--- src/bld_pkg.sv ---
package bld_pkg;

   localparam int ADC_BITS   = 12;
   localparam int TOL_BITS   = 12;
   localparam int NUM_LEVELS = 15;
   localparam int SLOT_BITS  = $clog2(NUM_LEVELS + 1);
   localparam int CMP_BITS   = ((ADC_BITS > TOL_BITS) ? ADC_BITS : TOL_BITS) + 2;
   localparam int MASK_BITS  = 8;
   localparam int LINE_BITS  = 8;
   localparam int CSR_IDX_BITS = 8;

   localparam logic [CSR_IDX_BITS-1:0] CSR_HW_MODE   = CSR_IDX_BITS'(0);
   localparam logic [CSR_IDX_BITS-1:0] CSR_TOLERANCE = CSR_IDX_BITS'(1);

   localparam logic ACT_CLASSIFY = 1'b0;
   localparam logic ACT_CALIB    = 1'b1;

   localparam logic MODE_ANALOG  = 1'b0;
   localparam logic MODE_DIGITAL = 1'b1;

   localparam logic [TOL_BITS-1:0] TOL_RESET = TOL_BITS'(50);

   localparam logic [MASK_BITS-1:0] M_FRONT = 8'h01;
   localparam logic [MASK_BITS-1:0] M_RIGHT = 8'h04;
   localparam logic [MASK_BITS-1:0] M_REAR  = 8'h10;
   localparam logic [MASK_BITS-1:0] M_LEFT  = 8'h40;

   typedef logic [NUM_LEVELS-1:0][ADC_BITS-1:0] cal_table_type;

   // capture request from the pipeline into the calibration store
   typedef struct packed {
      logic                step;
      logic [ADC_BITS-1:0] level;
   } cal_cmd_type;

   // pressed mask for each calibration slot, combination order of the ladder
   function automatic logic [MASK_BITS-1:0] level_mask(input logic [SLOT_BITS-1:0] idx);
      logic [MASK_BITS-1:0] m;
      case (idx)
         4'd0:    m = M_LEFT;
         4'd1:    m = M_RIGHT;
         4'd2:    m = M_RIGHT | M_LEFT;
         4'd3:    m = M_REAR;
         4'd4:    m = M_REAR | M_LEFT;
         4'd5:    m = M_REAR | M_RIGHT;
         4'd6:    m = M_REAR | M_LEFT | M_RIGHT;
         4'd7:    m = M_FRONT;
         4'd8:    m = M_FRONT | M_LEFT;
         4'd9:    m = M_FRONT | M_RIGHT;
         4'd10:   m = M_FRONT | M_RIGHT | M_LEFT;
         4'd11:   m = M_FRONT | M_REAR;
         4'd12:   m = M_FRONT | M_REAR | M_LEFT;
         4'd13:   m = M_FRONT | M_REAR | M_RIGHT;
         4'd14:   m = M_FRONT | M_REAR | M_RIGHT | M_LEFT;
         default: m = '0;
      endcase
      return m;
   endfunction

endpackage

--- src/bld_calib.sv ---
module bld_calib (
   input  logic                  clock,
   input  logic                  reset,
   input  bld_pkg::cal_cmd_type  cmd,
   output bld_pkg::cal_table_type table_q,
   output logic                  seq_done
);
   import bld_pkg::*;

   cal_table_type          table_ff, table_in;
   logic [SLOT_BITS-1:0]   slot_ff, slot_in;

   assign seq_done = (slot_ff == SLOT_BITS'(NUM_LEVELS));
   assign table_q  = table_ff;

   always_comb begin
      table_in = table_ff;
      slot_in  = slot_ff;
      if (cmd.step) begin
         if (seq_done) begin
            slot_in = '0;
         end else begin
            table_in[slot_ff] = cmd.level;
            slot_in           = slot_ff + SLOT_BITS'(1);
         end
      end
   end

   always_ff @(posedge clock) begin
      if (reset) begin
         table_ff <= '0;
         slot_ff  <= '0;
      end else begin
         table_ff <= table_in;
         slot_ff  <= slot_in;
      end
   end

   a_rewind: assert property (@(posedge clock) disable iff (reset)
      cmd.step && seq_done |=> slot_ff == '0)
      else $error("slot did not rewind after full sequence");

   a_advance: assert property (@(posedge clock) disable iff (reset)
      cmd.step && !seq_done |=> slot_ff == $past(slot_ff) + SLOT_BITS'(1)
         && table_ff[$past(slot_ff)] == $past(cmd.level))
      else $error("capture did not store level and advance");

   a_hold: assert property (@(posedge clock) disable iff (reset)
      !cmd.step |=> $stable(slot_ff) && $stable(table_ff))
      else $error("calibration state changed without a step");

endmodule

--- src/bld_classify.sv ---
module bld_classify (
   input  bld_pkg::cal_table_type          table_q,
   input  logic [bld_pkg::ADC_BITS-1:0]    level,
   input  logic [bld_pkg::TOL_BITS-1:0]    tolerance,
   output logic [bld_pkg::MASK_BITS-1:0]   mask
);
   import bld_pkg::*;

   logic [NUM_LEVELS-1:0]        hit;
   logic signed [CMP_BITS-1:0]   lv;
   logic signed [CMP_BITS-1:0]   tol;

   assign lv  = signed'(CMP_BITS'(level));
   assign tol = signed'(CMP_BITS'(tolerance));

   // all windows compared in parallel, widened so the bounds never wrap
   always_comb begin
      logic signed [CMP_BITS-1:0] cal;
      for (int i = 0; i < NUM_LEVELS; i++) begin
         cal    = signed'(CMP_BITS'(table_q[i]));
         hit[i] = (lv > cal - tol) && (lv < cal + tol);
      end
   end

   // lowest matching slot wins
   always_comb begin
      mask = '0;
      for (int i = NUM_LEVELS - 1; i >= 0; i--) begin
         if (hit[i]) begin
            mask = level_mask(SLOT_BITS'(i));
         end
      end
   end

endmodule

--- src/bumper_ladder_window_decoder.sv ---
// Bumper contact decoder. Each request transfer carries one ADC level of the
// resistor ladder and a snapshot of eight active-low switch lines; tuser picks
// classify (0) or calibration capture (1). Classify in analog mode matches the
// level against fifteen stored calibration windows (half width window_tolerance)
// and returns the pressed mask of the first hit, 0 if none; in digital mode it
// returns the inverted switch lines. Capture stores the level into the next
// slot; the sixteenth capture returns calib_done and rewinds. Every request
// yields exactly one response. One item is taken per clock while responses are
// accepted; the path is an input register, the fifteen parallel window compares
// and a response register. A response that is held back stalls the input
// stage, which then holds one more item. The calibration table resets to
// zero. Write csr registers only while idle.
module bumper_ladder_window_decoder (
   input  logic        clock,
   input  logic        reset,
   // request channel
   input  logic        req_tvalid,
   output logic        req_tready,
   input  logic [23:0] req_tdata,   // [11:0] raw_level, [19:12] switch_lines, [23:20] zero
   input  logic        req_tuser,   // [0] action
   // response channel
   output logic        rsp_tvalid,
   input  logic        rsp_tready,
   output logic [7:0]  rsp_tdata,   // [7:0] pressed_mask
   output logic        rsp_tuser,   // [0] calib_done
   // configuration write channel
   input  logic                              csr_valid,
   output logic                              csr_ready,
   input  logic [bld_pkg::CSR_IDX_BITS-1:0]  csr_index,
   input  logic [bld_pkg::TOL_BITS-1:0]      csr_data
);
   import bld_pkg::*;

   logic                   hw_mode_ff;
   logic [TOL_BITS-1:0]    tol_ff;

   logic                   s1_valid_ff, s1_valid_in;
   logic                   s1_action_ff;
   logic [ADC_BITS-1:0]    s1_level_ff;
   logic [LINE_BITS-1:0]   s1_lines_ff;

   logic                   out_valid_ff, out_valid_in;
   logic [MASK_BITS-1:0]   out_mask_ff, out_mask_in;
   logic                   out_done_ff, out_done_in;

   logic                   advance;
   logic                   move;
   logic                   req_xfer;
   cal_cmd_type            cmd;
   cal_table_type          table_q;
   logic                   seq_done;
   logic [MASK_BITS-1:0]   analog_mask;

   assign csr_ready = 1'b1;

   always_ff @(posedge clock) begin
      if (reset) begin
         hw_mode_ff <= MODE_ANALOG;
         tol_ff     <= TOL_RESET;
      end else if (csr_valid && csr_ready) begin
         case (csr_index)
            CSR_HW_MODE:   hw_mode_ff <= csr_data[0];
            CSR_TOLERANCE: tol_ff     <= csr_data;
            default:       ;
         endcase
      end
   end

   assign advance    = !out_valid_ff || rsp_tready;
   assign move       = s1_valid_ff && advance;
   assign req_tready = !s1_valid_ff || advance;
   assign req_xfer   = req_tvalid && req_tready;

   assign s1_valid_in = req_xfer || (s1_valid_ff && !advance);

   assign cmd.step  = move && (s1_action_ff == ACT_CALIB);
   assign cmd.level = s1_level_ff;

   bld_calib u_calib (
      .clock    (clock),
      .reset    (reset),
      .cmd      (cmd),
      .table_q  (table_q),
      .seq_done (seq_done)
   );

   bld_classify u_classify (
      .table_q   (table_q),
      .level     (s1_level_ff),
      .tolerance (tol_ff),
      .mask      (analog_mask)
   );

   always_comb begin
      out_mask_in = '0;
      out_done_in = 1'b0;
      if (s1_action_ff == ACT_CALIB) begin
         out_done_in = seq_done;
      end else if (hw_mode_ff == MODE_DIGITAL) begin
         out_mask_in = ~s1_lines_ff;
      end else begin
         out_mask_in = analog_mask;
      end
   end

   assign out_valid_in = move || (out_valid_ff && !rsp_tready);

   always_ff @(posedge clock) begin
      if (reset) begin
         s1_valid_ff  <= 1'b0;
         out_valid_ff <= 1'b0;
      end else begin
         s1_valid_ff  <= s1_valid_in;
         out_valid_ff <= out_valid_in;
      end
   end

   always_ff @(posedge clock) begin
      if (req_xfer) begin
         s1_action_ff <= req_tuser;
         s1_level_ff  <= req_tdata[ADC_BITS-1:0];
         s1_lines_ff  <= req_tdata[ADC_BITS +: LINE_BITS];
      end
      if (move) begin
         out_mask_ff <= out_mask_in;
         out_done_ff <= out_done_in;
      end
   end

   assign rsp_tvalid = out_valid_ff;
   assign rsp_tdata  = out_mask_ff;
   assign rsp_tuser  = out_done_ff;

   a_done_mask: assert property (@(posedge clock) disable iff (reset)
      rsp_tvalid && rsp_tuser |-> rsp_tdata == '0)
      else $error("calibration response carries a pressed mask");

   a_s1_hold: assert property (@(posedge clock) disable iff (reset)
      s1_valid_ff && !advance |=> s1_valid_ff && $stable(s1_level_ff)
         && $stable(s1_action_ff))
      else $error("input stage lost an item while stalled");

   a_ready_empty: assert property (@(posedge clock) disable iff (reset)
      !s1_valid_ff |-> req_tready)
      else $error("empty input stage refused a transfer");

   a_move_fills: assert property (@(posedge clock) disable iff (reset)
      move |=> out_valid_ff)
      else $error("item advanced without filling the response register");

endmodule

--- config.mk ---
export PLATFORM = sky130hd
export DESIGN_NAME = bumper_ladder_window_decoder
export DESIGN_NICKNAME = d
export VERILOG_FILES = /design/src/bld_pkg.sv /design/src/bld_calib.sv /design/src/bld_classify.sv /design/src/bumper_ladder_window_decoder.sv
export SDC_FILE = /design/constraint.sdc
export NUM_CORES = 1
export LEC_CHECK = 0
export BUFFER_PORTS_ARGS = -buffer_cell sky130_fd_sc_hd__buf_2
export CAP_MARGIN = 20
export CORE_MARGIN = 2
export CORE_UTILIZATION = 60
export DETAILED_ROUTE_END_ITERATION = 8
export PLACE_DENSITY = 0.86
export REMOVE_ABC_BUFFERS = 1
export SLEW_MARGIN = 20
export SYNTH_ARGS = -nofsm -noshare
export SYNTH_HDL_FRONTEND = slang
export SYNTH_SLANG_ARGS = --single-unit
--- constraint.sdc ---
create_clock -name clock -period 18.1 [get_ports clock]
set_input_delay 2.715 -clock clock [delete_from_list [all_inputs] [get_ports clock]]
set_output_delay 2.715 -clock clock [all_outputs]
set_load 0.02 [all_outputs]
Word-level counts from Yosys, hierarchy flattened
Index checks and enable logic that the tools add are counted.
Storage, ports and cells
  bits in registers: 229
  input bits: 50
  output and inout port bits: 12
  word-level logic and storage cells: 145
Operators by class
  add/sub/neg operators: 31
  magnitude comparators: 32
  eq/ne operators: 2
  mux-type cells: 20
  bitwise gates (word level): 2
  reductions and logical operators: 33
Operator list (number)
  $gt A13 B14 Y1: 15
  $lt A13 B14 Y1: 15
  $add A12 B12 Y13: 15
  $sub A12 B12 Y13: 15
  $bwmux W180: 1
  $mux W7: 15
  $demux W12 S4: 1
  $logic_and A1 B1 Y1: 21
  $mux W12: 1
  $eq A8 B1 Y1 const B: 1
  $logic_not A8 Y1: 1
  $mux W8: 1
  $not A8 Y8: 1
  $reduce_and A2 Y1: 3
  $lt A4 B5 Y1 const B: 1
  $add A4 B1 Y4 const B: 1
  $eq A4 B4 Y1 const B: 1
  $ge A4 B1 Y1 const B: 1
  $logic_not A1 Y1: 4
  $logic_or A1 B1 Y1: 4
  $mux W4: 1
  $not A1 Y1: 1

Depth between registers and ports, before layout
  depth in word-level cells: 19
  mapped depth: 21

Modules after synthesis
A second synthesis with hierarchy kept.
Second synthesis, totals
  cell total of the unflattened synthesis: 3832
  area total of the unflattened synthesis: 30569.3 µm²
By module, submodules not included
  bld_classify: instances 1, cells each 2882, area an instance 21932.3 µm²
  bld_calib: instances 1, cells each 819, area an instance 6864.1 µm²
  bumper_ladder_window_decoder: instances 1, cells each 131, area an instance 1773.0 µm²

Worst setup path after synthesis
OpenSTA, ideal clock, no wires.
  path kind: reg-to-reg
  start point: register tol_ff[1]
  end point: register out_mask_ff[0], in the netlist rsp_tdata[0], data pin
  arrival time: 6.182 ns
  data required time: 17.930 ns
  slack: 11.748 ns
  stages on the path, launching flop included: 21
  path buffers: 0
  clock period less this slack: 6.352 ns
  cell sequence: dfxtp_1 > inv_1 > ha_1 > nor2b_1 > o21ai_0 > a21oi_1 > o21ai_0 > nand2b_1 > a21oi_1 > o21ai_0 > o41a_1 > xnor2_1 > ha_1 > nand4_1 > or4_1 > o21ai_0 > o22ai_1 > o22ai_1 > a21boi_0 > or2b_2 > o32ai_2
Between the ends
  cells in the longest elaborated chain, start to end: 19
  elaborated cells on any way between the ends: 91
  classes of those cells: add/sub: 30; order compare: 30; mux: 16; reduce/logical: 15
RTL lines
  start: declaration: RTL line bumper_ladder_window_decoder.sv:35  | logic [TOL_BITS-1:0] tol_ff;
  start signal: assignment: RTL line bumper_ladder_window_decoder.sv:63  | CSR_TOLERANCE: tol_ff <= csr_data;
  $sub A12 B12 Y13 or $add A12 B12 Y13 (tied branches): RTL line bld_classify.sv:21  | hit[i] = (lv > cal - tol) && (lv < cal + tol);
  $gt A13 B14 Y1 or $lt A13 B14 Y1 (tied branches): RTL line bld_classify.sv:21
  $logic_and A1 B1 Y1: RTL line bld_classify.sv:21
  $mux W7 (14 in series): RTL line bld_classify.sv:29  | if (hit[i]) begin
  $mux W7 *: RTL line bld_classify.sv:29
  $mux W8 *: RTL line bumper_ladder_window_decoder.sv:99  | end else if (hw_mode_ff == MODE_DIGITAL) begin
  end signal: assignment: RTL line bumper_ladder_window_decoder.sv:125  | out_mask_ff <= out_mask_in;
  end: declaration: RTL line bumper_ladder_window_decoder.sv:43  | logic [MASK_BITS-1:0] out_mask_ff, out_mask_in;
Mark *: on every way between the ends. The rest lies on a longest branch, timed or not.
A chain may end at the register's enable or synchronous reset.

Final worst setup path
  start point: input rsp_tready
  end point: output req_tready
Between the ends
  cells in the longest elaborated chain, start to end: 2
RTL lines
  start: declaration: RTL line bumper_ladder_window_decoder.sv:23  | input logic rsp_tready,
  $logic_or A1 B1 Y1: RTL line bumper_ladder_window_decoder.sv:69  | assign advance = !out_valid_ff || rsp_tready;
  $logic_or A1 B1 Y1: RTL line bumper_ladder_window_decoder.sv:71  | assign req_tready = !s1_valid_ff || advance;
  end: declaration: RTL line bumper_ladder_window_decoder.sv:18  | output logic req_tready,
Every way passes these cells.

==> out/results.txt <==
ratio of cells with drive above 1 in the final layout -> 5.57%
fill cell count -> 4,111
full die area -> 53,000 µm²
top cells by area in the synthesized netlist -> sky130_fd_sc_hd__ha_1 29%, sky130_fd_sc_hd__dfxtp_1 13%, sky130_fd_sc_hd__xnor2_1 5.8%
Overall Global Routing Usage -> 33.0%
Die Y-Extent -> 230 µm
number of vias after detailed routing -> 28,200
Synth cell types -> 88
number of primary I/O pins -> 62
arrival time at the worst endpoint -> 3280 ps
placed wire-length estimate -> 60,200 µm
vias in the first global route -> 27,000
r2r worst-path depth -> 21
post-detailed-route wirelength per cell -> 20.0 µm
number of instances on the worst hold path -> 1
dominant synthesized flop cell -> sky130_fd_sc_hd__dfxtp_1
post-synthesis compound-gate area fraction -> 19.9%
slew of the pin with the lowest slew margin -> 1140 ps
area fraction of the dominant cell type after synthesis -> 28.9%
fmax -> 0.167 GHz
combined area of the multi-input logic cells -> 24,300 µm²
Cell Area, Placed -> 31,700 µm²
hold endpoint -> tol_ff[5]
switching share of power -> 29.5%
Sum Neg Setup Slack -> 0 ps
post-synthesis simple-gate area fraction -> 16.0%
starting density of the core -> 60.9%
outcome -> completed
pin count of the biggest net entering global routing -> 117
Reg power frac -> 39.8%
Register Area -> 4890 µm²
RSZ-0062 raised after global routing -> no
Worst Setup Slack, final -> 12,110 ps
Int Pwr -> 0.928 mW
Antenna Cells -> 0
Gate power share -> 14.0%
DRC errors left -> 0
clock tree from TritonCTS -> done
proportion of synthesized flip-flops having asynchronous set or reset -> 0%
average via count per standard cell -> 6.33
synthesized netlist cell count -> 3,762
class of the most critical hold timing path -> register to register
parity-gate share of the synthesized area counting xor and xnor cells -> 7.76%
Worst slew margin -> 23.4%
Non-Filler Cell Area, Final -> 32,700 µm²
layout overhead on the synthesized area -> 6.45%
grt ovf -> 0
clock root cell -> sky130_fd_sc_hd__clkbuf_16
Synth Register Bits -> 229
clock latency reported for the late side of the worst-skew pair -> 620 ps
placed cell count -> 4,407
number of H-tree levels -> 1
number of placement rows -> 82
total power draw -> 1.32 mW
clock-pin slew on the worst setup and hold paths -> 70 ps
total power divided by cell area -> 40.3 nW/µm²
crit-path max FO -> 4
proportion of synthesized chip area in sequential cells -> 15.9%
endpoints failing hold -> 0
antenna violations before repair -> 1
final core utilization -> 64.9%
CTS Buf Count -> 29
post-layout min period -> 5990 ps
port buffer count -> 56
launch point of the critical path -> rsp_tready
number of maximum-capacitance constraint violations -> 0
worst setup timing slack at the placement stage -> 12,110 ps
die outline width -> 230 µm
endpoint of the lowest-slack register-to-register path -> rsp_tdata[2]
largest family of logic cells by synthesized area -> adder cells
number of sinks driven by the clock tree -> 229
antenna viol nets, final -> 0
r2r startpoint -> tol_ff[5]
Worst Clk Skew -> 30.9 ps
setup repair bufs after CTS -> 0
ratio of final minimum period to clock period -> 33.1%
kind of launch point of the worst setup path -> input pin
critical path data required time -> 15,390 ps
Hold WS -> 465 ps
global placer's final weighted congestion -> 0.960
Post-CTS Resized -> 0
NumNets Final -> 4,555
deepest clock path buffer count -> 3
cell area after technology mapping -> 30,700 µm²
leakage power summed over all cells -> 15.0 nW
average size of a mapped cell -> 8.16 µm²
Detailed Routing Iterations Pass 1 -> 6
multiplexer area fraction after synthesis -> 4.69%
count of synthesis-stage warnings from yosys -> 0
cell with the most instances after synthesis -> sky130_fd_sc_hd__ha_1
DRC violation total after the first TritonRoute iteration -> 2,589
classification of the worst setup path -> input pin to output port
number of pins with negative max-slew slack in the final report -> 0
part of the total power dissipated in the clock network -> 46.2%
net switching power figure -> 0.388 mW
number of enable flip-flop cells after synthesis -> 30
leading area contributor after synthesis -> sky130_fd_sc_hd__ha_1
DRT Wirelength -> 89,300 µm
commonest cells in the netlist -> 709 x sky130_fd_sc_hd__ha_1, 408 x sky130_fd_sc_hd__nor2_1, 315 x sky130_fd_sc_hd__a21oi_1, 248 x sky130_fd_sc_hd__inv_1, 211 x sky130_fd_sc_hd__nand2_1
beginning of the worst hold path -> tol_ff[5]
Placeable Area -> 50,400 µm²
peak supply drop -> 0.0703 mV
final cell count without fillers -> 4,461
total of hold buffers inserted after clock tree synthesis -> 0
synthesized-area fraction occupied by adder cells -> 30.9%
R2R Setup Slk -> 12,350 ps
final setup violation count -> 0
wire length of the first global-routing pass -> 141,000 µm
category of the worst setup path capture point -> output port
[sequential cells by signal, indices dropped and copies added (netlist names)]
| name | cells |
|---|---|
| s1_valid_ff | 1 |
| rsp_tuser | 1 |
| tol_ff | 12 |
| u_calib.table_q | 180 |
| s1_lines_ff | 8 |
| u_calib.slot_ff | 4 |
| rsp_tvalid | 1 |
| rsp_tdata | 8 |
| s1_level_ff | 12 |
| s1_action_ff | 1 |
| hw_mode_ff | 1 |
[layout make-up]
cell class / instances / share of cell area [%]
clock buffer: 34 / 2.28
inverter: 248 / 2.85
clock inverter: 20 / 0.704
tap: 672 / 2.57
timing repair buffer: 115 / 2.23
multi-input combinational: 3143 / 74.4
sequential: 229 / 15.0
[cells by family after synthesis]
logic type / after synthesis
buffers and inverters: 390
XOR/XNOR: 272
adder cells (fa/ha/maj): 739
AND/OR/NAND/NOR: 1047
other: 1
flip-flops: 229
multiplexers: 144
AO/OA/AOI/OAI: 940
[cell usage in the layout (no fill, tap or decap), types with 10 or more instances in the layout]
| master | Yosys | layout |
|---|---|---|
| sky130_fd_sc_hd__nor4_1 | 17 | 17 |
| sky130_fd_sc_hd__or3_1 | 38 | 38 |
| sky130_fd_sc_hd__o211ai_1 | 46 | 46 |
| sky130_fd_sc_hd__dfxtp_1 | 199 | 197 |
| sky130_fd_sc_hd__ha_1 | 709 | 709 |
| sky130_fd_sc_hd__mux2i_1 | 144 | 144 |
| sky130_fd_sc_hd__o22ai_1 | 12 | 12 |
| sky130_fd_sc_hd__nand4_1 | 27 | 27 |
| sky130_fd_sc_hd__clkbuf_16 | 0 | 29 |
| sky130_fd_sc_hd__a31oi_1 | 17 | 17 |
| sky130_fd_sc_hd__inv_1 | 248 | 247 |
| sky130_fd_sc_hd__edfxtp_1 | 30 | 30 |
| sky130_fd_sc_hd__a211oi_1 | 42 | 42 |
| sky130_fd_sc_hd__nor2b_1 | 53 | 53 |
| sky130_fd_sc_hd__buf_2 | 17 | 55 |
| sky130_fd_sc_hd__xor2_1 | 68 | 68 |
| sky130_fd_sc_hd__o2111ai_1 | 13 | 13 |
| sky130_fd_sc_hd__a21o_1 | 57 | 57 |
| sky130_fd_sc_hd__a41o_1 | 10 | 10 |
| sky130_fd_sc_hd__a211o_1 | 16 | 16 |
| sky130_fd_sc_hd__or2_2 | 14 | 14 |
| sky130_fd_sc_hd__nand2_1 | 211 | 211 |
| sky130_fd_sc_hd__fa_1 | 30 | 30 |
| sky130_fd_sc_hd__nor2_1 | 408 | 407 |
| sky130_fd_sc_hd__nand3_1 | 66 | 66 |
| sky130_fd_sc_hd__nand2b_1 | 66 | 66 |
| sky130_fd_sc_hd__o21bai_1 | 53 | 53 |
| sky130_fd_sc_hd__nor3_1 | 80 | 80 |
| sky130_fd_sc_hd__a21oi_1 | 315 | 315 |
| sky130_fd_sc_hd__o21ai_0 | 169 | 169 |
| sky130_fd_sc_hd__o21a_1 | 38 | 38 |
| sky130_fd_sc_hd__buf_4 | 2 | 59 |
| sky130_fd_sc_hd__o41ai_1 | 26 | 26 |
| sky130_fd_sc_hd__o31ai_1 | 15 | 15 |
| sky130_fd_sc_hd__xnor2_1 | 204 | 204 |
| sky130_fd_sc_hd__a2111oi_0 | 16 | 16 |
| sky130_fd_sc_hd__nor3b_1 | 11 | 11 |
[worst max-delay path, stage by stage]
cell                      delay, ps
sky130_fd_sc_hd__buf_2           90
sky130_fd_sc_hd__nor2b_1        210
sky130_fd_sc_hd__nand2_1         90
sky130_fd_sc_hd__buf_2          160
[worst max path at each step]
| stage | to | slack (ps) |
|---|---|---|
| 2_1_floorplan | rsp_tdata[0] | 11740 |
| 3_3_place_gp | req_tready | 12120 |
| 3_5_place_dp | req_tready | 12110 |
| 4_1_cts | req_tready | 12110 |
| 5_1_grt | rsp_tdata[0] | 11990 |
| 6_report | req_tready | 12110 |
[power by group through the flow]
stage                     logic [mW]  registers (mW)  clock network, mW
after global routing           0.203           0.524              0.628
after CTS                      0.179           0.524              0.612
after floorplan               0.0956           0.549                  0
after detailed placement       0.177           0.535                  0
final                          0.184           0.524              0.608
after global placement         0.171           0.535                  0
[layer usage]
layer  up-vias  share of wire, %  GRT usage, %
met2      1196                44          53.9
li1      13500                 -             -
met4         2               5.8          15.8
met1     13200                41          42.9
met3       330               9.1          4.53
met5         -             0.015             0
(Power assumes the default switching activity.)
